$ cat config.mk
export PLATFORM = sky130hd
export DESIGN_NAME = sobgm_sqrt_cell
export DESIGN_NICKNAME = d
export VERILOG_FILES = /design/src/rtl/core/sobgm_pkg.sv /design/src/rtl/core/sobgm_sqrt_cell.sv
export SDC_FILE = /design/constraint.sdc
export NUM_CORES = 1
export LEC_CHECK = 0
export BUFFER_PORTS_ARGS = -buffer_cell sky130_fd_sc_hd__buf_2
export CELL_PAD_IN_SITES_DETAIL_PLACEMENT = 0
export CELL_PAD_IN_SITES_GLOBAL_PLACEMENT = 1
export CORE_AREA = 2 2 66 100
export CTS_CLUSTER_DIAMETER = 150
export DETAILED_ROUTE_END_ITERATION = 10
export DIE_AREA = 0 0 68 102
export GPL_ROUTABILITY_DRIVEN = 0
export PLACE_DENSITY = 0.87
export SETUP_SLACK_MARGIN = 0.5
export SLEW_MARGIN = 0
export SYNTH_ARGS = -nofsm -noshare
export SYNTH_HDL_FRONTEND = slang
export SYNTH_SLANG_ARGS = --single-unit
$ cat constraint.sdc
create_clock -name clk -period 3.7 [get_ports clk]
set_input_delay 0.185 -clock clk [delete_from_list [all_inputs] [get_ports clk]]
set_output_delay 0.185 -clock clk [all_outputs]
set_load 0.02 [all_outputs]
$ cat src/rtl/core/sobgm_pkg.sv
package sobgm_pkg;

  // image geometry
  localparam int IMAGE_WIDTH  = 512;
  localparam int IMAGE_HEIGHT = 512;
  localparam int COL_W        = $clog2(IMAGE_WIDTH);
  localparam int ROW_W        = $clog2(IMAGE_HEIGHT);

  // datapath widths
  localparam int PIX_W  = 8;
  localparam int POS_W  = 9;   // width of the reported row and column
  localparam int SUM3_W = 10;  // 1,2,1 weighted sum of three pixels
  localparam int GRAD_W = 11;  // signed difference of two weighted sums
  localparam int SQ_W   = 20;  // square of one gradient
  localparam int MAG2_W = 21;  // sum of both squares

  // square root cells: one result bit per cell
  localparam int ROOT_W     = 8;
  localparam int RAD_W      = 2 * ROOT_W;
  localparam int REM_W      = ROOT_W + 2;
  localparam int SQRT_CELLS = ROOT_W;

  // position of a result inside the frame
  typedef struct packed {
    logic [POS_W-1:0] row;
    logic [POS_W-1:0] col;
    logic             last;
  } tag_t;

  // data handed from one square root cell to the next
  typedef struct packed {
    logic              sat;
    tag_t              tag;
    logic [REM_W-1:0]  rem;
    logic [ROOT_W-1:0] root;
    logic [RAD_W-1:0]  rad;
  } sqrt_t;

endpackage

$ cat src/rtl/core/sobgm_sqrt_cell.sv
module sobgm_sqrt_cell (
  input  logic             clk,
  input  logic             rst,
  input  logic             advance,
  input  logic             d_valid,
  input  sobgm_pkg::sqrt_t d,
  output logic             q_valid,
  output sobgm_pkg::sqrt_t q
);

  localparam int REM_W  = sobgm_pkg::REM_W;
  localparam int ROOT_W = sobgm_pkg::ROOT_W;
  localparam int RAD_W  = sobgm_pkg::RAD_W;

  logic [REM_W+1:0] rem_sh;
  logic [REM_W+1:0] trial;
  sobgm_pkg::sqrt_t q_next;

  // bring down two radicand bits and try the next root bit
  always_comb begin
    rem_sh = {d.rem, d.rad[RAD_W-1:RAD_W-2]};
    trial  = (REM_W + 2)'({d.root, 2'b01});
    q_next = d;
    q_next.rad = {d.rad[RAD_W-3:0], 2'b00};
    if (rem_sh >= trial) begin
      q_next.rem  = REM_W'(rem_sh - trial);
      q_next.root = {d.root[ROOT_W-2:0], 1'b1};
    end else begin
      q_next.rem  = REM_W'(rem_sh);
      q_next.root = {d.root[ROOT_W-2:0], 1'b0};
    end
  end

  always_ff @(posedge clk) begin
    if (rst) begin
      q_valid <= 1'b0;
    end else if (advance) begin
      q_valid <= d_valid;
    end
  end

  always_ff @(posedge clk) begin
    if (advance) begin
      q <= q_next;
    end
  end

endmodule

After elaboration in Yosys (flattened, before gate mapping). Index checks and enable logic that the tools add are counted. Widths: inputs -> output; s select.

Register bits after elaboration: 53. Input bits: 58.

Add/sub/neg operators: 1. $lt $le $gt $ge: 1. Muxes and demuxes: 1.

Operator list (number): $mux 18 (1); $ge 12x10->1 (1); $sub 10x10->10 (1).

Logic depth before layout (Yosys ltp). Gate-level depths: netlist of the first run.

Word-level depth: 2. Gate-level depth with buffers: 8.

Worst setup path before layout of the first run. Ideal clock, no wire load.

Kind: input port to flip-flop. Start: input port d[16] (netlist bit). End: register q[26] (netlist bit) (data pin). Data arrival time: 1.786 ns. Data required time: 3.440 ns. Setup slack: 1.654 ns. Cell stages on the path: 8. Buffers on the path: 1. Cell sequence: inv_1 ha_1 nor2b_4 o31a_4 a41oi_1 o211a_1 buf_6 mux2_4.

RTL lines: start: declaration (RTL line sobgm_sqrt_cell.sv:6) `input sobgm_pkg::sqrt_t d,`; end signal: assignment (RTL line sobgm_sqrt_cell.sv:44) `q <= q_next;`; end: declaration (RTL line sobgm_sqrt_cell.sv:8) `output sobgm_pkg::sqrt_t q`.

==> flow_summary.ini, run 1 <==
[cells_and_area]
multiInputGateArea_um2 = 596
antenna_cells = 0
drive_gt1_share_pct = 50.2
fillers = 562
regArea_um2 = 1580
syn_to_final_growth_pct = 32.4
nets = 322
design_area_um2 = 2970
instances_no_fill = 329
final_core_util_pct = 49.1

[clock_tree]
cts_tree = built
cts.sinks = 53
htreeDepth = 2
post_cts_buffers = 0
numCtsBuffers = 5
post_cts_resized = 0
cts_buffer_depth = 2
cts_hold_buf = 0
clk_latency_ns = 0.29
root_buffer = clkbuf_8
clkTransAtPathRegs_ns = 0.08

[logic_synthesis]
ys_seq_area_share_pct = 70.6
synthesis.area_um2 = 2240
synth_edf_count = 52
avgSynthCellArea_um2 = 16.1
ys_seq_elements = 53
synthSimpleGateAreaFrac_pct = 4.91
yosys-top-cells-count = edfxtp_1 (52), inv_1 (11), ha_1 (10), mux2_4 (7), nand2_1 (7)
synth_cells = 139
synth-compound-area-share_pct = 7.31
muxShareOfSynthArea_pct = 6.09
synth_top_area_cell = edfxtp_1
synth_cell_types = 33
synthArstFlopShare_pct = 0
synth_top_area_share_pct = 69.7
synth_top_family_by_area = compound AO/OA/AOI/OAI gates
synth-xor-area-share_pct = 2.35
ys.flop_type = edfxtp_1
yosysMostFrequentCell = edfxtp_1
synth.area.top_cells = edfxtp_1 (70%), ha_1 (5.6%), mux2_4 (4.7%), xnor2_1 (2.0%), inv_1 (1.8%)
synthAdderAreaFrac_pct = 5.58
synth_warnings = 0

[power]
vdd_drop_max_mv = 0.197
leakagePower_uw = 0.00133
power.total_uw = 1380
power.density_nw_per_um2 = 466

[timing]
maxSlewViolCount = 0
setup_viol = 0
tightest_slew_ns = 1.14
fin_tns_setup_ns = 0
rsz0062_at_grt = false
period_share_pct = 59.9
period_needed_ns = 2.22
fmax_mhz = 451
hold_violations = 0
clock_skew_ns = 0
max-slew-margin-rel_pct = 23.9

[worst_setup_path]
worst_setup_path_end_kind = flop
crit_fanout = 11
start_kind = input pin
r2r_slack_ns = 3.10
cp.arrival_ns = 2.27
critical_path_class = input pin to flop
cp.required_ns = 3.75

[placed_design]
port_buffers = 110
hpwl_um = 3450
place_area_um2 = 2860
dp.cells = 321

[global_routing]
grt_pass1_vias = 1424
met1_usage_pct = 12.3
busiest_layer = met2
overflow = 0
grtUsageTotal_pct = 12.3
use_met2_pct = 22.6
grtUsageMet3_pct = 2.75
grt_max_degree = 54
grt_pass1_wl_um = 6290
antenna_found_initial = 0

[min_path]
hold_path_class = input pin to flop

[detailed_routing]
vias_per_cell = 4.50
vias = 1482
firstDrtPassIters = 3
drtIter0Drc = 149
remaining_drc_errors = 0
wirelength_um = 4400
wire_per_inst_um = 13.4
antenna_left = 0

[floorplanning]
coreArea_um2 = 6040
initial_utilization_pct = 37.1
fp-row-count = 35
die_area_um2 = 6940
ios = 113
die_x_um = 68
dieHeight_um = 102

[run]
max_cap_viol_count = 0

[run_status]
status = finished clean
-- cell usage in the layout (no fill, tap or decap), drive strengths merged, types with 5 or more instances in the layout --
master / count
clkbuf: 6
edfxtp: 52
ha: 10
mux2: 8
inv: 11
buf: 110
a21oi: 6
nor2: 5
o21ai: 5
xnor2: 5
nand2: 7
-- power by group --
group	switching [uW]	internal, uW
registers	10.9	723
clock network	169	200
logic	162	117
-- state kept, by name, indices dropped and copies added, names as in the netlist --
signal / flops
q: 52
q_valid: 1
-- cells by family after synthesis --
group / Yosys count
and+or+nand+nor: 22
xor gates and xnor gates: 6
other: 1
buffers and inverters: 14
muxes: 10
DFF: 53
AOI/OAI and AO/OA: 23
adders and majority gates: 10
-- cell type report --
type                            instances  share of cell area [%]
Clock inverter                          2                    1.14
Multi-Input combinational cell         73                    20.1
Inverter                               11                    1.39
Tap cell                               74                    3.12
Timing Repair Buffer                  110                    18.5
Sequential cell                        53                    53.3
Clock buffer                            6                    2.45
-- worst max-delay path, cell delays in order --
cell     delay [ns]
buf_2          0.09
inv_1          0.04
ha_1           0.36
nor2b_4        0.16
o31a_4         0.30
a41oi_1        0.18
o211a_1        0.56
mux2_2         0.40
-- routing by layer --
layer	vias to the layer above	wire length, um
li1	743	-
met1	674	1550
met2	60	2420
met3	5	346
met4	0	84
met5	-	0
-- stage by stage --
| stage | hold slack [ns] | worst slack, ns |
|---|---|---|
| CTS | 0.0163 | 1.46 |
| floorplan | 0.257 | 1.65 |
| detailed placement | 0.343 | 1.12 |
| finish | 0.0306 | 1.48 |
| global placement | 0.345 | 1.14 |
| global route | 0.0138 | 1.37 |
-- worst paths after layout --
path / from / to / cells after the start
hold / removal: rst / q_valid / 2
hold reg to reg: q_valid / q_valid / 2
setup reg to reg: q_valid / q_valid / 2
setup / recovery: d[16] / q[33] / 8
Power figures use the tool's default switching activity.
==> run 2: changes to the inputs <==
--- a/config.mk
+++ b/config.mk
@@ -5,15 +5,16 @@
 export SDC_FILE = /design/constraint.sdc
 export NUM_CORES = 1
 export LEC_CHECK = 0
+export ABC_AREA = 1
 export BUFFER_PORTS_ARGS = -buffer_cell sky130_fd_sc_hd__buf_2
 export CELL_PAD_IN_SITES_DETAIL_PLACEMENT = 0
 export CELL_PAD_IN_SITES_GLOBAL_PLACEMENT = 1
-export CORE_AREA = 2 2 66 100
+export CORE_AREA = 2 2 72 108
 export CTS_CLUSTER_DIAMETER = 150
 export DETAILED_ROUTE_END_ITERATION = 10
-export DIE_AREA = 0 0 68 102
+export DIE_AREA = 0 0 74 110
 export GPL_ROUTABILITY_DRIVEN = 0
-export PLACE_DENSITY = 0.87
+export PLACE_DENSITY = 0.82
 export SETUP_SLACK_MARGIN = 0.5
 export SLEW_MARGIN = 0
 export SYNTH_ARGS = -nofsm -noshare
==> constraint.sdc (replaced) <==
create_clock -name clk -period 2.3 [get_ports clk]
set_input_delay 0.115 -clock clk [delete_from_list [all_inputs] [get_ports clk]]
set_output_delay 0.115 -clock clk [all_outputs]
set_load 0.02 [all_outputs]
==> run 2 against run 1 <==
Power grew 60%. Worst setup slack got worse by 0.65 ns. Register-to-register slack worse by 1.4 ns. Via count rose by 29%. Critical path depth is 1 higher. Highest routed layer unchanged. Clock skew unchanged. Clock power is 38% higher. Routed wire length rose by 26%. Hold slack better by 0.037 ns. First-iteration DRC count decreased by 64%. Global-route usage rose by 1.2 points. Clock-buffer cell count shrank 1. Critical path type unchanged.
==> flow_summary.ini, run 2 <==
[cells_and_area]
final_core_util_pct = 50.3
largest_register_ffs = 52
drive_gt1_share_pct = 39.6
top_regs = q x52, q_valid x1
instances_no_fill = 456
top_register = q
nets = 423
final_cell_mix = buf_2 (110), edfxtp_1 (52), nand2_1 (48)
fillers = 667
final_common_cell = buf_2
antenna_cells = 0
multiInputGateArea_um2 = 714
syn_to_final_growth_pct = 48.2
regArea_um2 = 1580

[power]
clock_power_share_pct = 23.1
leakagePower_uw = 0.00169
power.total_uw = 2210
p_seq_share_pct = 53.4
power_frac_comb_pct = 23.5
vdd_drop_max_mv = 0.282
internal-power_uw = 1590
swShare_pct = 28.1
power.density_nw_per_um2 = 611
switchingPower_uw = 621

[detailed_routing]
antenna_left = 0
met1_length_um = 1840
vias = 1909
wl_met3_um = 342
wire_per_inst_um = 12.1
highest_layer = met4
wirelength_um = 5530
met2_length_um = 3240
vias_per_cell = 4.19
drtIter0Drc = 54
firstDrtPassIters = 4
remaining_drc_errors = 0

[logic_synthesis]
ys.flop_type = edfxtp_1
avgSynthCellArea_um2 = 12.4
synthesis.area_um2 = 2440
ys_seq_area_share_pct = 64.8
ys_seq_elements = 53
synth_top_area_share_pct = 64.0
yosys-top-cells-count = edfxtp_1 (52), nand2_1 (48), inv_1 (30), ha_1 (10)
synth_cells = 197
synth_warnings = 0
synth.area.top_cells = edfxtp_1 (64%), nand2_1 (7.4%), ha_1 (5.1%), inv_1 (4.6%), nand3_2 (2.1%)
synth-compound-area-share_pct = 3.44
muxShareOfSynthArea_pct = 0.410
synth_top_area_cell = edfxtp_1
synth_top_family_by_area = simple AND/OR/NAND/NOR gates
synth_edf_count = 52
synthArstFlopShare_pct = 0
synth-xor-area-share_pct = 1.08
yosysMostFrequentCell = edfxtp_1
synth_cell_types = 28
synthSimpleGateAreaFrac_pct = 18.9
synthAdderAreaFrac_pct = 5.13

[timing]
maxSlewViolCount = 0
period_needed_ns = 1.47
fmax_mhz = 682
setup_viol = 0
worst_slack_ns = 0.834
clock_skew_ns = 0
period_share_pct = 63.7
tightest_slew_ns = 0.629
max-slew-margin-rel_pct = 58.1
fin_tns_setup_ns = 0
rsz0062_at_grt = false
hold_violations = 0

[worst_setup_path]
cp.required_ns = 2.36
start_kind = input pin
crit_fanout = 15
critical_path_class = input pin to flop
worst_setup_path_end_kind = flop
cp.arrival_ns = 1.53

[global_routing]
grt_pass1_wl_um = 8180
overflow = 0
grtUsageTotal_pct = 13.6
grt_pass1_vias = 1895
antenna_found_initial = 0
grt_max_degree = 30

[clock_tree]
cts.sinks = 53
root_buffer = clkbuf_8
cts_buffer_depth = 2
clk_latency_ns = 0.30
cts_tree = built
clkTransAtPathRegs_ns = 0.09
htreeDepth = 2
numCtsBuffers = 5
post_cts_resized = 0

[floorplanning]
initial_utilization_pct = 34.0
fp-row-count = 38
die_area_um2 = 8140
die_x_um = 74
ios = 113
dieHeight_um = 110
coreArea_um2 = 7180

[placed_design]
dp_slack_ns = 0.485
port_buffers = 110
hpwl_um = 3980
dp.cells = 406

[run]
max_cap_viol_count = 0

[run_status]
status = finished clean

[min_path]
hold_path_class = input pin to flop
==> run 2: cell count changes in the layout (fill, tap and decap cells not counted), sizes merged, moves of 7 or more <==
| cell | delta |
|---|---|
| nor2 | +7 |
| nand2 | +46 |
| mux2 | -8 |
| dlygate4sd3 | +42 |
| nand4 | +8 |
| inv | +20 |
==> run 2: cells by family after synthesis <==
family,after synthesis
mux,1
fa+ha+maj,10
flops,53
simple gates,85
other cells,1
xor+xnor,3
compound gates,11
buf+inv,33
==> run 2: repair_timing <==
item	CTS	global route
hold buffers	42	0
setup buffers	0	0
endpoints found under the hold margin	42	0
==> run 2: final timing paths <==
check / end / startpoint / cells after the start / slack [ns]
hold / removal: q_valid / d_valid / 3 / 0.07
hold reg to reg: q_valid / q_valid / 2 / 0.53
setup / recovery: q[28] / d[17] / 9 / 0.83
setup reg to reg: q_valid / q_valid / 2 / 1.69
==> run 2: critical path: stages <==
cell and delay, ns:
buf_2 0.09, inv_1 0.04, ha_1 0.36, a21oi_2 0.21, o21ai_4 0.10, nand2_4 0.11
nand4_4 0.27, nand2_1 0.17, o21ai_2 0.06
==> run 2: per-stage QoR <==
step           instance area [um^2]  hold WS [ns]
4_1_cts                        3610        0.0559
2_1_floorplan                  2440         0.187
5_1_grt                        3610        0.0697
3_5_place_dp                   3100         0.280
3_3_place_gp                   3100         0.273
6_report                       3610        0.0679
==> run 2: cell type report <==
| class | instances | area share (%) |
|---|---|---|
| flip-flops and latches | 53 | 43.8 |
| repair buffers | 153 | 27.4 |
| multi-input cells | 112 | 19.8 |
| well taps | 100 | 3.46 |
| inverters | 30 | 3.12 |
| clock buffers | 5 | 1.90 |
| clock inverters | 3 | 0.588 |
==> run 2: metal layers <==
metal	global-route usage [%]	up-vias
met3	2.73	8
met4	6.62	0
met1	11.7	855
li1	-	977
met2	27.9	69
met5	0	-
==> run 2: power groups by stage <==
stage,Clock (uW),Combinational [uW],Sequential (uW)
4_1_cts,538,523,1180
3_5_place_dp,0,467,1200
5_1_grt,567,568,1190
3_3_place_gp,0,461,1200
2_1_floorplan,0,174,1320
6_report,511,519,1180
==> run 3: changes to the inputs <==
--- a/config.mk
+++ b/config.mk
@@ -9,12 +9,12 @@
 export BUFFER_PORTS_ARGS = -buffer_cell sky130_fd_sc_hd__buf_2
 export CELL_PAD_IN_SITES_DETAIL_PLACEMENT = 0
 export CELL_PAD_IN_SITES_GLOBAL_PLACEMENT = 1
-export CORE_AREA = 2 2 72 108
+export CORE_AREA = 2 2 75 112
 export CTS_CLUSTER_DIAMETER = 150
 export DETAILED_ROUTE_END_ITERATION = 10
-export DIE_AREA = 0 0 74 110
+export DIE_AREA = 0 0 77 114
 export GPL_ROUTABILITY_DRIVEN = 0
-export PLACE_DENSITY = 0.82
+export PLACE_DENSITY = 0.8
 export SETUP_SLACK_MARGIN = 0.5
 export SLEW_MARGIN = 0
 export SYNTH_ARGS = -nofsm -noshare
==> constraint.sdc (replaced) <==
create_clock -name clk -period 1.3 [get_ports clk]
set_input_delay 0.065 -clock clk [delete_from_list [all_inputs] [get_ports clk]]
set_output_delay 0.065 -clock clk [all_outputs]
set_load 0.02 [all_outputs]
==> run 3 against run 2 <==
Sequential share of layout area down 8.4 points. Routed wire length is 16% higher. Global-route usage is 1.1 points higher. Critical path depth up 2. Cell area increased by 24%. Critical endpoint is now q[32]. Largest power group unchanged.
==> flow_summary.ini, run 3 (synthesis gave the netlist of run 2 again) <==
[run_status]
status = finished clean

[timing]
fmax_mhz = 855
period_needed_ns = 1.17
clock_skew_ns = 0
hold_violations = 0
rsz0062_at_grt = true
period_share_pct = 89.9
maxSlewViolCount = 0
fin_tns_setup_ns = 0
setup_viol = 0

[cells_and_area]
nets = 451
drive_gt1_share_pct = 55.5
syn_to_final_growth_pct = 83.3
final_cell_mix = buf_2 (70), edfxtp_1 (52), buf_6 (44)
antenna_cells = 0
top_regs = q x52, q_valid x1
top_register = q
final_core_util_pct = 56.6
largest_register_ffs = 52
final_common_cell = buf_2

[floorplanning]
dieHeight_um = 114
die_x_um = 77
coreArea_um2 = 7910
initial_utilization_pct = 30.9
die_area_um2 = 8780
fp-row-count = 40
ios = 113

[power]
clock_power_share_pct = 29.7
power.density_nw_per_um2 = 1090
leakagePower_uw = 0.00202
power_frac_comb_pct = 26.9
internal-power_uw = 3610
vdd_drop_max_mv = 0.700
swShare_pct = 25.7
switchingPower_uw = 1250
p_seq_share_pct = 43.4

[worst_setup_path]
crit_family = simple AND/OR/NAND/NOR gates
cp_common_cell = nand2_4
cp.buffers_inverters = 3
start_kind = input pin
cp.required_ns = 1.34
crit_fanout = 8
cp_slowest_cell = nand4_4
worst_setup_path_end_kind = flop
critical_path_class = input pin to flop
path_cells = buf_6 -> inv_2 -> ha_4 -> nand2_4 -> inv_4 -> nand2_4 -> nor2_4 -> nand2_4 -> nand4_4 -> nand3_2 -> nand2_1
critPathMaxStageDelay_ns = 0.22
cp.arrival_ns = 1.21

[detailed_routing]
antenna_left = 0
firstDrtPassIters = 4
wirelength_um = 6430
wire_per_inst_um = 13.1
vias_per_cell = 4.28
vias = 2095
remaining_drc_errors = 0
drtIter0Drc = 83

[global_routing]
grt_pass1_vias = 2137
antenna_found_initial = 0
grtUsageTotal_pct = 14.6
grt_max_degree = 54
grt_pass1_wl_um = 9810
overflow = 0

[clock_tree]
htreeDepth = 2
root_buffer = clkbuf_16
clkTransAtPathRegs_ns = 0.07
cts.sinks = 53
cts_tree = built
clk_latency_ns = 0.29
numCtsBuffers = 5
cts_buffer_depth = 2

[run]
max_cap_viol_count = 0

[placed_design]
port_buffers = 110
hpwl_um = 4140

[min_path]
hold_path_class = input pin to flop
## run 3: final timing paths
check / cells after the start / endpoint / slack [ns] / startpoint
max reg2reg: 2 / q_valid / 0.67 / q_valid
min: 3 / q_valid / 0.03 / d_valid
max: 11 / q[32] / 0.13 / d[20]
min reg2reg: 2 / q_valid / 0.52 / q_valid
## run 3: per-stage QoR
step	total power, uW	cell area [um^2]	setup slack (ns)	instances	hold slack [ns]
after floorplan	2720	2600	0.00952	198	0.137
after global placement	3090	3440	-0.316	434	0.222
after detailed placement	3110	3440	-0.318	434	0.228
after CTS	4770	4240	0.172	486	0.00862
after global routing	5100	4470	0.0968	489	0.0318
final	4870	4470	0.131	489	0.0262
## run 3: tightest hold or removal path, stage by stage
cell and delay [ns]:
buf_2 0.08, mux2i_1 0.07, nor2_1 0.08
## run 3: routing by layer
metal / vias up / wire length, um / track usage, %
met1: 967 / 2210 / 14.3
met2: 71 / 3720 / 28.7
met5: - / 0 / 0
met4: 0 / 221 / 8.21
li1: 1041 / - / -
met3: 16 / 273 / 2.45
## run 3: what timing repair did
action,CTS,global route
endpoints found under the hold margin,41,0
cloned,1,0
hold buffers,41,0
pin swaps,31,28
setup buffers,2,3
endpoints found under the setup margin,64,64
gates resized for setup,58,64
## run 3: final cells by class
type | count | area, um^2
Clock buffer | 6 | 129
Multi-Input combinational cell | 113 | 996
Clock inverter | 2 | 33.8
Inverter | 30 | 135
Tap cell | 105 | 131
Sequential cell | 53 | 1580
Fill cell | 693 | 3440
Timing Repair Buffer | 180 | 1460
## run 3: power groups by stage
stage | clock, uW | sequential [uW] | combinational, uW
2_1_floorplan | 0 | 2340 | 381
3_3_place_gp | 0 | 2120 | 970
3_5_place_dp | 0 | 2130 | 987
4_1_cts | 1480 | 2100 | 1190
5_1_grt | 1570 | 2130 | 1410
6_report | 1440 | 2110 | 1310
